### config.mk
export PLATFORM = sky130hd
export DESIGN_NAME = lvs_front
export DESIGN_NICKNAME = d
export VERILOG_FILES = /design/src/rtl/lvs_pkg.sv /design/src/rtl/lvs_front.sv
export SDC_FILE = /design/constraint.sdc
export NUM_CORES = 2
export LEC_CHECK = 0
export ABC_AREA = 1
export BUFFER_PORTS_ARGS = -buffer_cell sky130_fd_sc_hd__buf_2
export CORE_MARGIN = 2
export CORE_UTILIZATION = 60
export CTS_BUF_LIST = sky130_fd_sc_hd__clkbuf_4 sky130_fd_sc_hd__clkbuf_8
export CTS_CLUSTER_SIZE = 24
export DETAILED_ROUTE_END_ITERATION = 12
export GPL_TIMING_DRIVEN = 0
export PLACE_DENSITY = 0.79
export REMOVE_ABC_BUFFERS = 1
export SLEW_MARGIN = 30
export SYNTH_ARGS = -nofsm -noshare
export SYNTH_HDL_FRONTEND = slang
export SYNTH_SLANG_ARGS = --single-unit
export TNS_END_PERCENT = 5
### constraint.sdc
create_clock -name clk_i -period 23.4 [get_ports clk_i]
set_input_delay 2.34 -clock clk_i [delete_from_list [all_inputs] [get_ports clk_i]]
set_output_delay 2.34 -clock clk_i [all_outputs]
set_load 0.005 [all_outputs]
### src/rtl/lvs_pkg.sv
package lvs_pkg;

  localparam int unsigned TIME_W  = 32;
  localparam int unsigned SUM_W   = TIME_W + 1;
  localparam int unsigned VOL_W   = 48;
  localparam int unsigned CFG_W   = 32;
  localparam int unsigned CA_W    = 2 * CFG_W;
  localparam int unsigned RAD_W   = 54;
  localparam int unsigned ROOT_W  = RAD_W / 2;
  localparam int unsigned FRAC_SH = 20;
  localparam int unsigned RVOL_W  = 2 * TIME_W - FRAC_SH;
  localparam int unsigned PROD_W  = CFG_W + ROOT_W;
  localparam int unsigned ACC_W   = PROD_W + 2;

  localparam logic [VOL_W-1:0] VOL_MAX = {VOL_W{1'b1}};

  localparam logic [1:0] CFG_MODE = 2'd0;
  localparam logic [1:0] CFG_RATE = 2'd1;
  localparam logic [1:0] CFG_COEF = 2'd2;
  localparam logic [1:0] CFG_AREA = 2'd3;

  localparam logic [1:0] STAT_OK   = 2'd0;
  localparam logic [1:0] STAT_ZERO = 2'd1;
  localparam logic [1:0] STAT_SAT  = 2'd2;

  typedef enum logic [1:0] {
    MODE_NONE   = 2'd0,
    MODE_RATE   = 2'd1,
    MODE_CARTER = 2'd2,
    MODE_ROOT   = 2'd3
  } lvs_mode_e;

  typedef enum logic [2:0] {
    KIND_ZERO,
    KIND_NONE,
    KIND_RATE,
    KIND_CARTER,
    KIND_ROOT
  } lvs_kind_e;

  typedef struct packed {
    lvs_mode_e        mode;
    logic [CFG_W-1:0] rate;
    logic [CFG_W-1:0] coef;
    logic [CFG_W-1:0] area;
  } lvs_cfg_t;

  typedef struct packed {
    lvs_kind_e         kind;
    logic [TIME_W-1:0] rad_a;
    logic [SUM_W-1:0]  rad_b;
    logic [RVOL_W-1:0] rate_vol;
    logic [VOL_W-1:0]  prior;
  } lvs_item_t;

  typedef struct packed {
    lvs_kind_e         kind;
    logic [RVOL_W-1:0] rate_vol;
    logic [VOL_W-1:0]  prior;
  } lvs_side_t;

endpackage

### src/rtl/lvs_front.sv
module lvs_front (
  input  logic                      clk_i,
  input  logic                      rst_ni,
  input  lvs_pkg::lvs_cfg_t         cfg_i,
  input  logic                      in_valid_i,
  output logic                      in_ready_o,
  input  logic [lvs_pkg::TIME_W-1:0] time_now_i,
  input  logic [lvs_pkg::TIME_W-1:0] step_length_i,
  input  logic [lvs_pkg::VOL_W-1:0]  prior_volume_i,
  output logic                      push_valid_o,
  input  logic                      push_ready_i,
  output lvs_pkg::lvs_item_t        item_o
);

  import lvs_pkg::*;

  logic               vld_q, vld_d;
  lvs_item_t          item_q, item_d;
  logic [2*TIME_W-1:0] rate_prod;
  logic               take;

  assign in_ready_o   = !vld_q || push_ready_i;
  assign take         = in_valid_i && in_ready_o;
  assign push_valid_o = vld_q;
  assign item_o       = item_q;
  assign rate_prod    = cfg_i.rate * step_length_i;

  always_comb begin
    item_d.prior    = prior_volume_i;
    item_d.rate_vol = rate_prod[2*TIME_W-1:FRAC_SH];
    item_d.rad_a    = time_now_i;
    item_d.rad_b    = SUM_W'(time_now_i) + SUM_W'(step_length_i);
    case (cfg_i.mode)
      MODE_NONE:   item_d.kind = KIND_NONE;
      MODE_RATE:   item_d.kind = KIND_RATE;
      MODE_CARTER: item_d.kind = KIND_CARTER;
      MODE_ROOT: begin
        item_d.kind  = KIND_ROOT;
        item_d.rad_b = SUM_W'(step_length_i);
      end
      default:     item_d.kind = KIND_NONE;
    endcase
    if (step_length_i == '0) begin
      item_d.kind = KIND_ZERO;
    end
  end

  always_comb begin
    vld_d = vld_q;
    if (take) begin
      vld_d = 1'b1;
    end else if (push_ready_i) begin
      vld_d = 1'b0;
    end
  end

  always_ff @(posedge clk_i or negedge rst_ni) begin
    if (!rst_ni) begin
      vld_q <= 1'b0;
    end else begin
      vld_q <= vld_d;
    end
  end

  always_ff @(posedge clk_i) begin
    if (take) begin
      item_q <= item_d;
    end
  end

endmodule

; ---- Word level (Yosys, flattened, before mapping)
; Cells that the tools add are included.
[op_classes]
n_addsub = 1
n_reduce_logical = 6
mux = 4
multipliers = 1
eq_ne = 3
[op_table]
columns = operator, n
row1 = $mul A32 B32 Y64, 1
row2 = $add A32 B32 Y33, 1
row3 = $logic_not A32 Y1, 1
row4 = $mux W32, 1
row5 = $pmux W3 S4, 1
row6 = $eq A2 B2 Y1 const B, 2
row7 = $eq A2 B1 Y1 const B, 1
row8 = $logic_not A2 Y1, 1
row9 = $mux W1, 2
row10 = $reduce_bool A2 Y1, 1
row11 = $logic_and A1 B1 Y1, 1
row12 = $logic_not A1 Y1, 1
row13 = $logic_or A1 B1 Y1, 1
[word_totals]
regBits = 161
out_inout_bits = 162
input_bits = 214

; ---- Depth between registers and ports, before layout
[logic_depth]
depth_word = 4
mapped_depth = 33

; ---- Least setup slack after synthesis
; Ideal clock, no wire load.
[synth_path]
path_type = input to register
from = in in_valid_i
to = reg item_q (netlist bit item_o[0]), enable pin
arrival_ps = 10073
setup_slack_ps = 12595
cell_stages = 2
n_path_buf = 0
path_cell_list = inv_1 -> a21oi_1
[synth_between]
elab_chain_cells = 1
[synth_lines]
columns = item, line_no
row1 = from (decl), lvs_front.sv:5  ; input logic in_valid_i,
row2 = $logic_and A1 B1 Y1, lvs_front.sv:23  ; assign take = in_valid_i && in_ready_o;
row3 = named net take, lvs_front.sv:20  ; logic take;
row4 = to (signal assigned), lvs_front.sv:67  ; item_q <= item_d;
row5 = to (decl), lvs_front.sv:18  ; lvs_item_t item_q, item_d;
; The timed path passes the listed nets, and every way through them passes these cells.
; A chain may end at the register's enable or synchronous reset.

==> flow_summary.json <==
{
  "layout-drive-gt1-share": 0.0773,
  "clockBufferDepth": 2,
  "ctsHtreeMaxLevel": 4,
  "cts_tree": "built",
  "core_sq_um": 70100,
  "row_count": 97,
  "cts.sinks": 161,
  "dpl_cell_area_sq_um": 44600,
  "dp.cells": 6430,
  "syn_avg_cell_area_sq_um": 7.87,
  "yosys_warnings": 0,
  "reg2reg_slack_ps": 21400,
  "layout_commonest_cell": "inv_1",
  "worst_r2r_startpoint": "push_valid_o",
  "die_y_um": 270,
  "min_from": "push_valid_o",
  "ys_types": 39,
  "synth_top_family_by_area": "adder cells",
  "whs_ps": 617,
  "cts_setup_buffers": 0,
  "ys_seq_area_frac": 0.114,
  "viasPerCell": 5.28,
  "path_class": "in -> reg",
  "drt-pass1-iter-count": 6,
  "cts_hold_buf": 0,
  "synth_xor_area_frac": 0.00515,
  "layout_common_cells": "inv_1 (1642), nand2_1 (1514), fa_1 (896)",
  "rsz0062_at_grt": "false",
  "synth-compound-area-share": 0.0322,
  "finish.instance_area_sq_um": 45100,
  "globalplace.congestion": 0.987,
  "die_w_um": 270,
  "drv_cap": 0,
  "synth_top_cell_by_area": "fa_1",
  "grt_max_degree": 36,
  "wl_per_cell_um": 17.3,
  "setup_viol": 0,
  "finalSetupTns_ps": 0,
  "netlist_instances": 5400,
  "cp_max_fo": 35,
  "period_needed_ps": 9090,
  "cp.arrival_ps": 9400,
  "insertion_delay_ps": 610,
  "cp_data_required_time_ps": 23710,
  "nNetsFinal": 6916,
  "hp-class": "reg -> reg",
  "cp-startpoint": "step_length_i[11]",
  "synthAdderAreaFrac": 0.509,
  "ys_seq_elements": 161,
  "area.growth.synth_to_final_pct": 5.99,
  "synth_edf_count": 160,
  "final_hold_viol_count": 0,
  "dp_hpwl_um": 89800,
  "slew_headroom": 0.319,
  "layout.cells.non_filler": 6465,
  "die_area_sq_um": 73000,
  "netlist_area_sq_um": 42500,
  "n_fill_cell": 6000,
  "port_buffers": 311,
  "synthSimpleGateAreaFrac": 0.172,
  "grt_pass1_vias": 36507,
  "endpoint_kind": "register",
  "initial_core_util": 0.606,
  "grt_use_total": 0.321,
  "synthArstFlopShare": 0.00621,
  "numCtsBuffers": 17,
  "grt_pass1_wl_um": 185000,
  "clock.fmax_mhz": 110,
  "status": "finished clean",
  "overflow": 0,
  "drv_slew": 0,
  "cp-start-kind": "input port",
  "cts_root_buf": "clkbuf_8",
  "synth_flop_cell": "edfxtp_1",
  "postRouteAntennaNets": 0,
  "period_share": 0.388,
  "drt_iter0_drc": 2557,
  "vias": 34117,
  "drc_errors": 0,
  "worst_pin_slew_ps": 1020,
  "synth_area_leaders": "fa_1 (42%), inv_1 (14%), nand2_1 (13%)",
  "num_io_pins": 376,
  "antenna_found_initial": 2,
  "cts-resized-gates": 0,
  "skew_ps": 63.8,
  "synth_top_area_frac": 0.422,
  "wl_um": 112000,
  "muxShareOfSynthArea": 0,
  "path_clk_slew_ps": 90
}
## area by class of cell
type | count | area (sq um) | share of cell area
multi-input combinational | 3336 | 30600 | 0.678
tap | 940 | 1180 | 0.0261
antenna | 1 | 2.50 | 0.0000555
inverter | 1673 | 6280 | 0.139
timing repair buffer | 322 | 1800 | 0.0399
clock inverter | 15 | 189 | 0.00419
sequential | 161 | 4830 | 0.107
clock buffer | 17 | 234 | 0.00519
## worst paths after layout
kind / end / cells after the start
max: item_o[59] / 25
min: push_valid_o / 2
max reg2reg: item_o[116] / 5
min reg2reg: push_valid_o / 2
max in group asynchronous: push_valid_o / 1
min in group asynchronous: push_valid_o / 1
## metal layers
metal / global-route usage / vias up / part of all wire
met4: 0.122 / 4 / 0.040
met1: 0.408 / 16695 / 0.38
met5: 0 / - / 0.00024
li1: - / 15460 / -
met3: 0.0585 / 339 / 0.091
met2: 0.550 / 1619 / 0.49
## cells in the mapped netlist (19+ instances only)
cell type / count
clkbuf_1: 223
nand2_1: 1514
fa_1: 896
o21ai_0: 77
inv_2: 30
ha_1: 295
a21oi_1: 139
nor2_2: 19
nor2_1: 181
nand3_1: 85
edfxtp_1: 160
inv_1: 1642
## critical path: stages
cell and delay (ps):
buf_2 710, nand2_1 200, fa_1 580, inv_1 50, fa_1 480, inv_1 50, fa_1 520, inv_1 50
fa_1 500, inv_1 60, fa_1 430, inv_1 90, fa_1 440, fa_1 550, inv_1 70, fa_1 480
inv_1 40, ha_1 320, nand2_1 140, inv_1 50, a21oi_1 270, nand2_1 170, a21oi_1 170, nand2_2 150
xor2_1 400
## sequential cells by signal, indices dropped and copies added, names as in the netlist
register and flops:
push_valid_o 1, item_o 160
## metrics by stage
| stage | utilization | worst slack, ps |
|---|---|---|
| 2_1_floorplan | - | 12590 |
| 5_1_grt | 0.642 | 14080 |
| 3_5_place_dp | 0.636 | 13830 |
| 6_report | 0.642 | 14310 |
| 3_3_place_gp | 0.633 | 8960 |
| 4_1_cts | 0.642 | 14420 |
## logic make-up after synthesis
logic type,count (synthesis)
simple gates,1863
fa+ha+maj,1191
compound gates,257
flops,161
buf+inv,1903
xor+xnor,25
Power is left out: the tool's default activity adds up to more than one toggle a clock period on the data nets, which glitch-free logic cannot reach.
