===== config.mk =====
export PLATFORM = sky130hd
export DESIGN_NAME = lvs_fifo
export DESIGN_NICKNAME = d
export VERILOG_FILES = /design/src/rtl/lvs_fifo.sv
export SDC_FILE = /design/constraint.sdc
export NUM_CORES = 1
export LEC_CHECK = 0
export BUFFER_PORTS_ARGS = -buffer_cell sky130_fd_sc_hd__buf_2
export CAP_MARGIN = 0
export CORE_MARGIN = 3
export CORE_UTILIZATION = 30
export CTS_CLUSTER_DIAMETER = 200
export CTS_CLUSTER_SIZE = 20
export DETAILED_ROUTE_END_ITERATION = 10
export GPL_TIMING_DRIVEN = 0
export PLACE_DENSITY_LB_ADDON = 0.05
export SETUP_SLACK_MARGIN = 0.15
export SYNTH_ARGS = -nofsm -noshare
export SYNTH_HDL_FRONTEND = slang
export SYNTH_SLANG_ARGS = --single-unit

===== constraint.sdc =====
create_clock -name clk_i -period 3.5 [get_ports clk_i]
set_input_delay 0 -clock clk_i [delete_from_list [all_inputs] [get_ports clk_i]]
set_output_delay 0 -clock clk_i [all_outputs]
set_load 0.05 [all_outputs]

===== src/rtl/lvs_fifo.sv =====
module lvs_fifo #(
  parameter int unsigned WIDTH = 8,
  parameter int unsigned DEPTH = 4
) (
  input  logic             clk_i,
  input  logic             rst_ni,
  input  logic             wr_valid_i,
  output logic             wr_ready_o,
  input  logic [WIDTH-1:0] wr_data_i,
  output logic             rd_valid_o,
  input  logic             rd_ready_i,
  output logic [WIDTH-1:0] rd_data_o
);

  localparam int unsigned PTR_W = (DEPTH > 1) ? $clog2(DEPTH) : 1;
  localparam int unsigned CNT_W = $clog2(DEPTH + 1);
  localparam logic [PTR_W-1:0] LAST = PTR_W'(DEPTH - 1);
  localparam logic [CNT_W-1:0] FULL = CNT_W'(DEPTH);

  logic [WIDTH-1:0] mem_q [DEPTH];
  logic [PTR_W-1:0] wr_ptr_q, wr_ptr_d, rd_ptr_q, rd_ptr_d;
  logic [CNT_W-1:0] cnt_q, cnt_d;
  logic             push, pop;

  assign wr_ready_o = (cnt_q != FULL);
  assign rd_valid_o = (cnt_q != '0);
  assign rd_data_o  = mem_q[rd_ptr_q];
  assign push       = wr_valid_i && wr_ready_o;
  assign pop        = rd_valid_o && rd_ready_i;

  always_comb begin
    wr_ptr_d = wr_ptr_q;
    rd_ptr_d = rd_ptr_q;
    cnt_d    = cnt_q;
    if (push) begin
      wr_ptr_d = (wr_ptr_q == LAST) ? '0 : wr_ptr_q + 1'b1;
    end
    if (pop) begin
      rd_ptr_d = (rd_ptr_q == LAST) ? '0 : rd_ptr_q + 1'b1;
    end
    if (push && !pop) begin
      cnt_d = cnt_q + 1'b1;
    end else if (pop && !push) begin
      cnt_d = cnt_q - 1'b1;
    end
  end

  always_ff @(posedge clk_i or negedge rst_ni) begin
    if (!rst_ni) begin
      wr_ptr_q <= '0;
      rd_ptr_q <= '0;
      cnt_q    <= '0;
    end else begin
      wr_ptr_q <= wr_ptr_d;
      rd_ptr_q <= rd_ptr_d;
      cnt_q    <= cnt_d;
    end
  end

  always_ff @(posedge clk_i) begin
    if (push) begin
      mem_q[wr_ptr_q] <= wr_data_i;
    end
  end

endmodule


Word level (Yosys, flattened, before mapping):

Memories as Yosys holds them, arrays and structs flattened.
Index checks and enable logic that the tools add are counted.

* multiply operators: 0
* bitwise operators: 0
* divide/modulo/power cells: 0
* equal/unequal tests: 3
* muxes and demuxes: 6
* shifts and indexed selects: 0
* reduce and logical (&&, ||, !) cells: 8
* add/subtract/negate cells: 4
* magnitude comparators: 0

Operator list (number)
* two-way mux 3 bit: 2
* adder 2 x 1 -> 2 bit (second input constant): 2
* == test 2 bit (second input constant): 2
* logical AND 1 bit: 4
* two-way mux 2 bit: 2
* adder 3 x 1 -> 3 bit (second input constant): 1
* inequality test 3 bit (second input constant): 1
* nonzero test 3 bit: 1
* subtractor 3 x 1 -> 3 bit (second input constant): 1
* logical NOT 1 bit: 2
* two-way mux 1 bit: 2
* nonzero test 2 bit: 1

* input bits: 12
* register bits: 7
* memories kept: 1
* logic and storage cells: 25
* memory bits (writable): 32
* output and inout port bits: 10
* bits in read-only memories: 0
* bits in latches: 0

Memories
* mem_q: words 4, width 8, read ports 1, clocked after Yosys merged registers in 0, write ports 1, line 20 `logic [WIDTH-1:0] mem_q [DEPTH];`

Logic depth before layout (Yosys ltp):

Gate-level depths: netlist of run 1.

* depth in word-level cells: 6
* gate-level depth with buffers: 8
* mapped depth without buffers: 8

Worst setup path after synthesis of run 1:

OpenSTA, ideal clock, no wires.

* path type: reg-to-reg
* start: register cnt_q[0]
* end: register cnt_q[2]
* required time: 3421 ps
* data arrival time: 2188 ps
* period minus slack after synthesis: 2267 ps
* cell stages (with the launch flop): 9
* path slack: 1233 ps
* buffers on the path: 0
* setup time: 79 ps
* path through: dfrtp_1 -> or3_2 -> nand2_1 -> ha_1 -> inv_1 -> fa_1 -> xor2_1 -> nor2_1 -> xor2_1

* longest elaborated chain between the ends: 5
* elaborated cells between the ends (all ways): 13
* classes of those cells: add/sub: 2; eq/ne: 1; mux: 2; reduce/logical: 8

Ends and longest elaborated chain
* start: declaration: line 22 `logic [CNT_W-1:0] cnt_q, cnt_d;`
* start signal: assignment: line 56 `cnt_q <= cnt_d;`
* nonzero test 3 bit (*): line 26 `assign rd_valid_o = (cnt_q != '0);`
* net rd_valid_o: line 10 `output logic rd_valid_o,`
* logical AND 1 bit (*): line 29 `assign pop = rd_valid_o && rd_ready_i;`
* logical NOT 1 bit: line 41 `if (push && !pop) begin`
* logical AND 1 bit: line 41
* two-way mux 3 bit or nonzero test 2 bit (tied branches)

The timed path passes the listed nets; every way through them passes the cells marked *. The select of a mux whose other input is x is not followed.
A chain may end at the register's enable or synchronous reset.

Worst setup path after layout of run 1:

* start: register cnt_q[0]
* end: register cnt_q[2]

* longest elaborated chain between the ends: 5
* elaborated cells between the ends (all ways): 13
* classes of those cells: add/sub: 2; eq/ne: 1; mux: 2; reduce/logical: 8

Ends and longest elaborated chain
* branches (longest 5 deep; another with subtractor 3 x 1 -> 3 bit)

Several ways; the timed one is not identified. The select of a mux whose other input is x is not followed.

==> impl_metrics.env, run 1 <==
export IMPL_place_gp_congestion=0.705
export IMPL_crit_required_ns=3.70
export IMPL_final_area_um2=1990
export IMPL_grt_util_all_layers_pct=9.64
export IMPL_crit_family="simple AND/OR/NAND/NOR gates"
export IMPL_outcome="finished, final reports clean"
export IMPL_cts_max_path_buffers=2
export IMPL_timing_max_slew_rel_slack_pct=59.7
export IMPL_worst_r2r_endpoint="cnt_q[2]"
export IMPL_numPortBuffers=21
export IMPL_cts_num_sinks=39
export IMPL_cts_buffers_inserted=5
export IMPL_ctsResizeCount=0
export IMPL_fmax_achieved_ghz=0.450
export IMPL_final_worst_slack_ns=1.28
export IMPL_area_growth_synth_to_final_pct=24.7
export IMPL_grt_first_pass_wirelength_um=4250
export IMPL_period_minus_slack_ns=2.22
export IMPL_drt_iter0_drc=38
export IMPL_wl_per_cell_um=14.6
export IMPL_ys_warnings_count=0
export IMPL_floorplan_die_area_um2=6220
export IMPL_grt_start_max_net_pins=15
export IMPL_num_vias=796
export IMPL_count_of_cell_types_in_the_netlist=18
export IMPL_synthCells=78
export IMPL_holdCritPathClass="input port to async pin"
export IMPL_grt_pass1_vias=819
export IMPL_max_cap_viol_count=0
export IMPL_cts_htree_levels=2
export IMPL_floorplan_rows=25
export IMPL_worst_path_buf_inv=1
export IMPL_detailed_place_area_um2=1780
export IMPL_timing_critical_path_arrival_ns=2.42
export IMPL_detail_route_drc_violations=0
export IMPL_die_width_um=78.9
export IMPL_critical_path_slowest_cell="sky130_fd_sc_hd__or3_2"
export IMPL_drive_gt1_share_pct=43.1
export IMPL_timing_critical_path_cells="or3_2 > nand2_1 > ha_1 > inv_1 > fa_1 > xor2_1 > nor2_1 > xor2_1"
export IMPL_rsz_0062_raised_after_global_routing="no"
export IMPL_die_h_um=78.9
export IMPL_r2r_slack_ns=1.28
export IMPL_final_max_slew_violation_count=0
export IMPL_clock_root_buffer="sky130_fd_sc_hd__clkbuf_8"
export IMPL_worstSetupEndpointType="register"
export IMPL_ant_nets=0
export IMPL_grt_overflow=0
export IMPL_power_per_cell_area_nw_per_um2=917
export IMPL_peak_vdd_ir_v=0.000423
export IMPL_rr_startpoint="cnt_q[0]"
export IMPL_nNetsFinal=134
export IMPL_sum_of_negative_setup_slack_ns=0
export IMPL_utilization_pct=40.5
export IMPL_floorplan_initialDensity_pct=32.5
export IMPL_holdWs_ns=0.0712
export IMPL_tightestPinTransition_ns=0.605
export IMPL_insertion_delay_ns=0.29
export IMPL_synth_yosys_seq_area_share_pct=71.3
export IMPL_r2r_worst_path_cells=8
export IMPL_io_pins=22
export IMPL_cts_clk_slew_worst_paths_ns=0.08
export IMPL_setup_viol_count_final=0
export IMPL_dp_cells=166
export IMPL_criticalPathCategory="register to register"
export IMPL_core_area_um2=4910
export IMPL_synth_cell_area_um2=1590
export IMPL_hold_violations_final=0
export IMPL_vias_per_cell=4.35
export IMPL_postSynthAreaPerCell_um2=20.4
export IMPL_start_kind="register"
export IMPL_antenna_cells_inserted=0
export IMPL_timing_critical_path_mode_cell="sky130_fd_sc_hd__xor2_1"
export IMPL_finalWirelength_um=2680
export IMPL_synth_nets=97
export IMPL_dpl_hpwl_um=1790
export IMPL_detailedPlace_worstSlack_ns=1.32
export IMPL_critical_path_max_stage_delay_ns=0.48
export IMPL_post_layout_nonfiller_instances=183
export IMPL_tritoncts="done"
export IMPL_clock_skew_final_ns=0.00981
export IMPL_finalPower_mw=1.82
export IMPL_timing_critical_path_fanout_max=4
export IMPL_synth_ff_latch_count=39
export IMPL_power_leakage_nw=0.750
export IMPL_period_share_pct=63.4
export IMPL_first_pass_iteration_count_of_the_detailed_router=4
export IMPL_initial_antenna_violation_count=0
-- worst max path at each step --
| stage | endpoint | cells past startpoint | start | slack, ns |
|---|---|---|---|---|
| after floorplan | cnt_q[2] | 8 | cnt_q[0] | 1.23 |
| after global placement | cnt_q[2] | 8 | cnt_q[0] | 1.34 |
| after detailed placement | cnt_q[2] | 8 | cnt_q[0] | 1.32 |
| after CTS | cnt_q[2] | 8 | cnt_q[0] | 1.26 |
| after global routing | cnt_q[2] | 8 | cnt_q[0] | 1.13 |
| final | cnt_q[2] | 8 | cnt_q[0] | 1.28 |
-- logic make-up (layout without fill, tap and decap cells) --
kind of cell,Yosys count,in the layout,share of synthesized area [%]
muxes,13,13,15.3
buffers and inverters,5,43,1.26
and+or+nand+nor,11,11,4.55
DFF,39,39,71.3
adders and majority gates,7,7,5.97
xor gates and xnor gates,3,3,1.65
-- sequential cells by signal, summed over array words and instances, names as in the netlist --
name / flops
wr_ptr_q: 2
mem_q: 32
cnt_q: 3
rd_ptr_q: 2
-- synthesized netlist by cell type --
cell type                  number  area (um2)
sky130_fd_sc_hd__dfrtp_1        7         175
sky130_fd_sc_hd__ha_1           6        75.1
sky130_fd_sc_hd__and2_4         1        8.76
sky130_fd_sc_hd__buf_1          1        3.75
sky130_fd_sc_hd__and3_2         4        30.0
sky130_fd_sc_hd__mux2_4         2        30.0
sky130_fd_sc_hd__or3b_4         1        11.3
sky130_fd_sc_hd__nand2_1        1        3.75
sky130_fd_sc_hd__nor2_1         3        11.3
sky130_fd_sc_hd__xor2_1         2        17.5
sky130_fd_sc_hd__or3_2          1        7.51
sky130_fd_sc_hd__mux4_2         8         180
sky130_fd_sc_hd__fa_1           1        20.0
sky130_fd_sc_hd__edfxtp_1      32         961
sky130_fd_sc_hd__inv_1          3        11.3
sky130_fd_sc_hd__xnor2_1        1        8.76
sky130_fd_sc_hd__mux2_2         3        33.8
sky130_fd_sc_hd__buf_2          1        5.00
-- metal layers --
metal / global-route usage [%] / part of all wire (%) / vias to the layer above
li1: - / - / 375
met1: 12.6 / 47 / 395
met2: 14.4 / 47 / 19
met3: 3.51 / 4.4 / 7
met4: 4.12 / 1.6 / 0
met5: 0 / 0 / -
-- timing repair --
action                                 CTS  global route
endpoints found under the hold margin   39             0
setup endpoints to repair                0             0
setup buffers                            0             0
hold buffers                             9             0
-- cell usage in the layout (no fill, tap or decap), types with 2 or more instances in the layout --
cell                            Yosys  final
sky130_fd_sc_hd__edfxtp_1          32     32
sky130_fd_sc_hd__mux2_2             3      3
sky130_fd_sc_hd__buf_2              1     22
sky130_fd_sc_hd__nor2_1             3      3
sky130_fd_sc_hd__ha_1               6      6
sky130_fd_sc_hd__dfrtp_1            7      7
sky130_fd_sc_hd__xor2_1             2      2
sky130_fd_sc_hd__inv_1              3      3
sky130_fd_sc_hd__mux2_4             2      2
sky130_fd_sc_hd__mux4_2             8      8
sky130_fd_sc_hd__and3_2             4      4
sky130_fd_sc_hd__clkbuf_8           0      5
sky130_fd_sc_hd__dlygate4sd3_1      0      9
-- where the power goes --
group          total (mW)  switching (mW)  internal [mW]
Combinational       0.762           0.481          0.280
Clock               0.376           0.161          0.215
Sequential          0.685          0.0563          0.629
-- area by class of cell --
| class | count | area [um2] |
|---|---|---|
| repair buffers | 30 | 195 |
| well taps | 67 | 83.8 |
| plain buffers | 2 | 8.76 |
| inverters | 3 | 11.3 |
| clock inverters | 3 | 46.3 |
| multi-input cells | 34 | 438 |
| flip-flops and latches | 39 | 1140 |
| fillers | 460 | 2920 |
| clock buffers | 5 | 68.8 |
No activity file was read; power rests on OpenSTA's default activity.
==> run 2, diff against run 1 <==
==> constraint.sdc (replaced) <==
create_clock -name clk_i -period 1.84 [get_ports clk_i]
set_input_delay 0 -clock clk_i [delete_from_list [all_inputs] [get_ports clk_i]]
set_output_delay 0 -clock clk_i [all_outputs]
set_load 0.05 [all_outputs]
==> run 2 against run 1 <==
  * The flow now finishes with violations (setup timing)
  * Non-clock buffer count grew 4
  * Critical path depth decreased by 2
  * Core utilization grew 0.89 points
  * Combinational power is 110% higher
  * Clock power increased by 57%
  * Sequential power increased by 91%
  * Global-route usage up 0.96 points
  * Maximum frequency increased by 13%
  * Cell count increased by 2.2%
  * Largest cell class unchanged
  * Largest power group unchanged
==> impl_metrics.env, run 2 (synthesis results as in run 1) <==
export IMPL_nNetsFinal=138
export IMPL_worst_path_buf_inv=1
export IMPL_power_switching_mw=1.34
export IMPL_grt_start_max_net_pins=13
export IMPL_drt_iter0_drc=19
export IMPL_clock_root_buffer="sky130_fd_sc_hd__clkbuf_8"
export IMPL_insertion_delay_ns=0.29
export IMPL_cts_clk_slew_worst_paths_ns=0.08
export IMPL_combPwrFrac_pct=45.3
export IMPL_finalWirelength_um=2920
export IMPL_power_per_cell_area_nw_per_um2=1710
export IMPL_tritoncts="done"
export IMPL_holdCritPathClass="input port to async pin"
export IMPL_antenna_cells_inserted=0
export IMPL_netSwitchingFraction_pct=38.6
export IMPL_core_area_um2=4910
export IMPL_num_vias=810
export IMPL_timing_critical_path_fanout_max=3
export IMPL_cts_buffers_inserted=5
export IMPL_hold_violations_final=0
export IMPL_power_sequential_fraction_pct=37.7
export IMPL_critical_path_slowest_cell="sky130_fd_sc_hd__dfrtp_2"
export IMPL_grt_overflow=0
export IMPL_worstSetupEndpointType="register"
export IMPL_final_fill_count=456
export IMPL_criticalPathCategory="register to register"
export IMPL_cts_htree_levels=2
export IMPL_drive_gt1_share_pct=49.2
export IMPL_first_pass_iteration_count_of_the_detailed_router=4
export IMPL_dp_cells=166
export IMPL_period_share_pct=107
export IMPL_tightestPinTransition_ns=0.262
export IMPL_mostFrequentLayoutCell="sky130_fd_sc_hd__edfxtp_1"
export IMPL_grt_first_pass_wirelength_um=4720
export IMPL_setup_viol_count_final=2
export IMPL_area_growth_synth_to_final_pct=27.5
export IMPL_vias_per_cell=4.33
export IMPL_r2r_worst_path_cells=6
export IMPL_crit_required_ns=2.01
export IMPL_power_leakage_nw=0.772
export IMPL_utilization_pct=41.4
export IMPL_timing_critical_path_cells="or3b_4 > and2_4 > ha_4 > inv_2 > fa_1 > mux2_4"
export IMPL_post_layout_nonfiller_instances=187
export IMPL_cts_num_sinks=39
export IMPL_rsz_0062_raised_after_global_routing="yes"
export IMPL_dpl_hpwl_um=1900
export IMPL_rr_startpoint="cnt_q[0]"
export IMPL_initial_antenna_violation_count=0
export IMPL_floorplan_die_area_um2=6220
export IMPL_number_of_flip_flops_in_the_largest_register=32
export IMPL_ant_nets=0
export IMPL_most_common_layout_cells="sky130_fd_sc_hd__edfxtp_1, sky130_fd_sc_hd__buf_2, sky130_fd_sc_hd__dlygate4sd3_1"
export IMPL_max_cap_viol_count=0
export IMPL_r2r_slack_ns=-0.13
export IMPL_period_minus_slack_ns=1.97
export IMPL_numPortBuffers=21
export IMPL_detail_route_drc_violations=0
export IMPL_peak_vdd_ir_v=0.000621
export IMPL_timing_critical_path_arrival_ns=2.14
export IMPL_detailedPlace_worstSlack_ns=-0.185
export IMPL_max_flop_register="mem_q"
export IMPL_fmax_achieved_ghz=0.507
export IMPL_floorplan_initialDensity_pct=32.5
export IMPL_timing_max_slew_rel_slack_pct=82.5
export IMPL_clock_skew_final_ns=0.00729
export IMPL_worst_r2r_endpoint="cnt_q[1]"
export IMPL_die_width_um=78.9
export IMPL_final_max_slew_violation_count=0
export IMPL_violations="setup timing"
export IMPL_floorplan_rows=25
export IMPL_die_h_um=78.9
export IMPL_crit_family="simple AND/OR/NAND/NOR gates"
export IMPL_io_pins=22
export IMPL_grt_pass1_vias=873
export IMPL_outcome="complete, but fails checks"
export IMPL_clock_power_share_pct=17.0
export IMPL_intPower_mw=2.13
export IMPL_top_regs="mem_q: 32 flops, cnt_q: 3 flops"
export IMPL_place_gp_congestion=0.691
export IMPL_wl_per_cell_um=15.6
export IMPL_cts_max_path_buffers=2
export IMPL_critical_path_max_stage_delay_ns=0.42
export IMPL_final_worst_slack_ns=-0.131
export IMPL_start_kind="register"
export IMPL_grt_util_all_layers_pct=10.6
[run 2: cell count changes in the layout (fill, tap and decap cells not counted), sizes merged]
cell	delta
clkinv	+1
inv	-1
bufinv	-1
clkbuf	+2
clkinvlp	-1
buf	+4
[run 2: repair_timing]
| item | in CTS | in global routing |
|---|---|---|
| resized for setup | 4 | 3 |
| pin swaps | 4 | 0 |
| setup buffers | 4 | 0 |
| hold buffers | 9 | 0 |
| endpoints found under the hold margin | 39 | 0 |
| endpoints found under the setup margin | 10 | 10 |
[run 2: through the flow]
step | hold WS, ns | cell area (um2) | TNS, ns | total power [mW]
2_1_floorplan | -0.296 | 1610 | -0.409 | 2.49
3_3_place_gp | -0.155 | 1800 | -0.312 | 2.79
3_5_place_dp | -0.152 | 1800 | -0.336 | 2.82
4_1_cts | 0.0745 | 2020 | -0.237 | 3.51
5_1_grt | 0.0908 | 2030 | -0.370 | 3.69
6_report | 0.0723 | 2030 | -0.238 | 3.47
[run 2: how the worst max path moves through the flow]
| stage | cells past startpoint | slack [ns] | start | end |
|---|---|---|---|---|
| 2_1_floorplan | 6 | -0.22 | cnt_q[1] | cnt_q[1] |
| 3_3_place_gp | 6 | -0.16 | cnt_q[1] | cnt_q[1] |
| 3_5_place_dp | 6 | -0.19 | cnt_q[1] | cnt_q[1] |
| 4_1_cts | 6 | -0.13 | cnt_q[1] | cnt_q[1] |
| 5_1_grt | 6 | -0.19 | cnt_q[1] | cnt_q[1] |
| 6_report | 6 | -0.13 | cnt_q[0] | cnt_q[1] |
[run 2: cell type report]
cell class | count | area, um2 | area share, %
repair buffers | 34 | 225 | 11.1
well taps | 67 | 83.8 | 4.13
inverters | 3 | 11.3 | 0.554
multi-input cells | 34 | 465 | 22.9
flip-flops and latches | 39 | 1140 | 56.0
plain buffers | 2 | 16.3 | 0.800
clock inverters | 1 | 5.00 | 0.246
clock buffers | 7 | 86.3 | 4.25
[run 2: layer usage]
| metal | GRT usage (%) | wire length [um] | vias up |
|---|---|---|---|
| li1 | - | - | 383 |
| met1 | 13.5 | 1340 | 404 |
| met2 | 16.0 | 1410 | 16 |
| met3 | 3.40 | 106 | 7 |
| met4 | 5.67 | 66 | 0 |
| met5 | 0 | 0 | - |
[run 2: worst reg2reg max path: stages, from the launching register on]
cell	delay (ns)
sky130_fd_sc_hd__dfrtp_2	0.42
sky130_fd_sc_hd__or3b_4	0.41
sky130_fd_sc_hd__and2_4	0.16
sky130_fd_sc_hd__ha_4	0.16
sky130_fd_sc_hd__inv_2	0.04
sky130_fd_sc_hd__fa_1	0.39
sky130_fd_sc_hd__mux2_4	0.27
[run 2: power by group through the flow]
stage                     Sequential, mW  Clock (mW)  Combinational, mW
after global routing                1.34       0.660               1.70
after CTS                           1.31       0.616               1.58
after detailed placement            1.33           0               1.50
after floorplan                     1.29           0               1.20
final                               1.31       0.591               1.57
after global placement              1.32           0               1.47
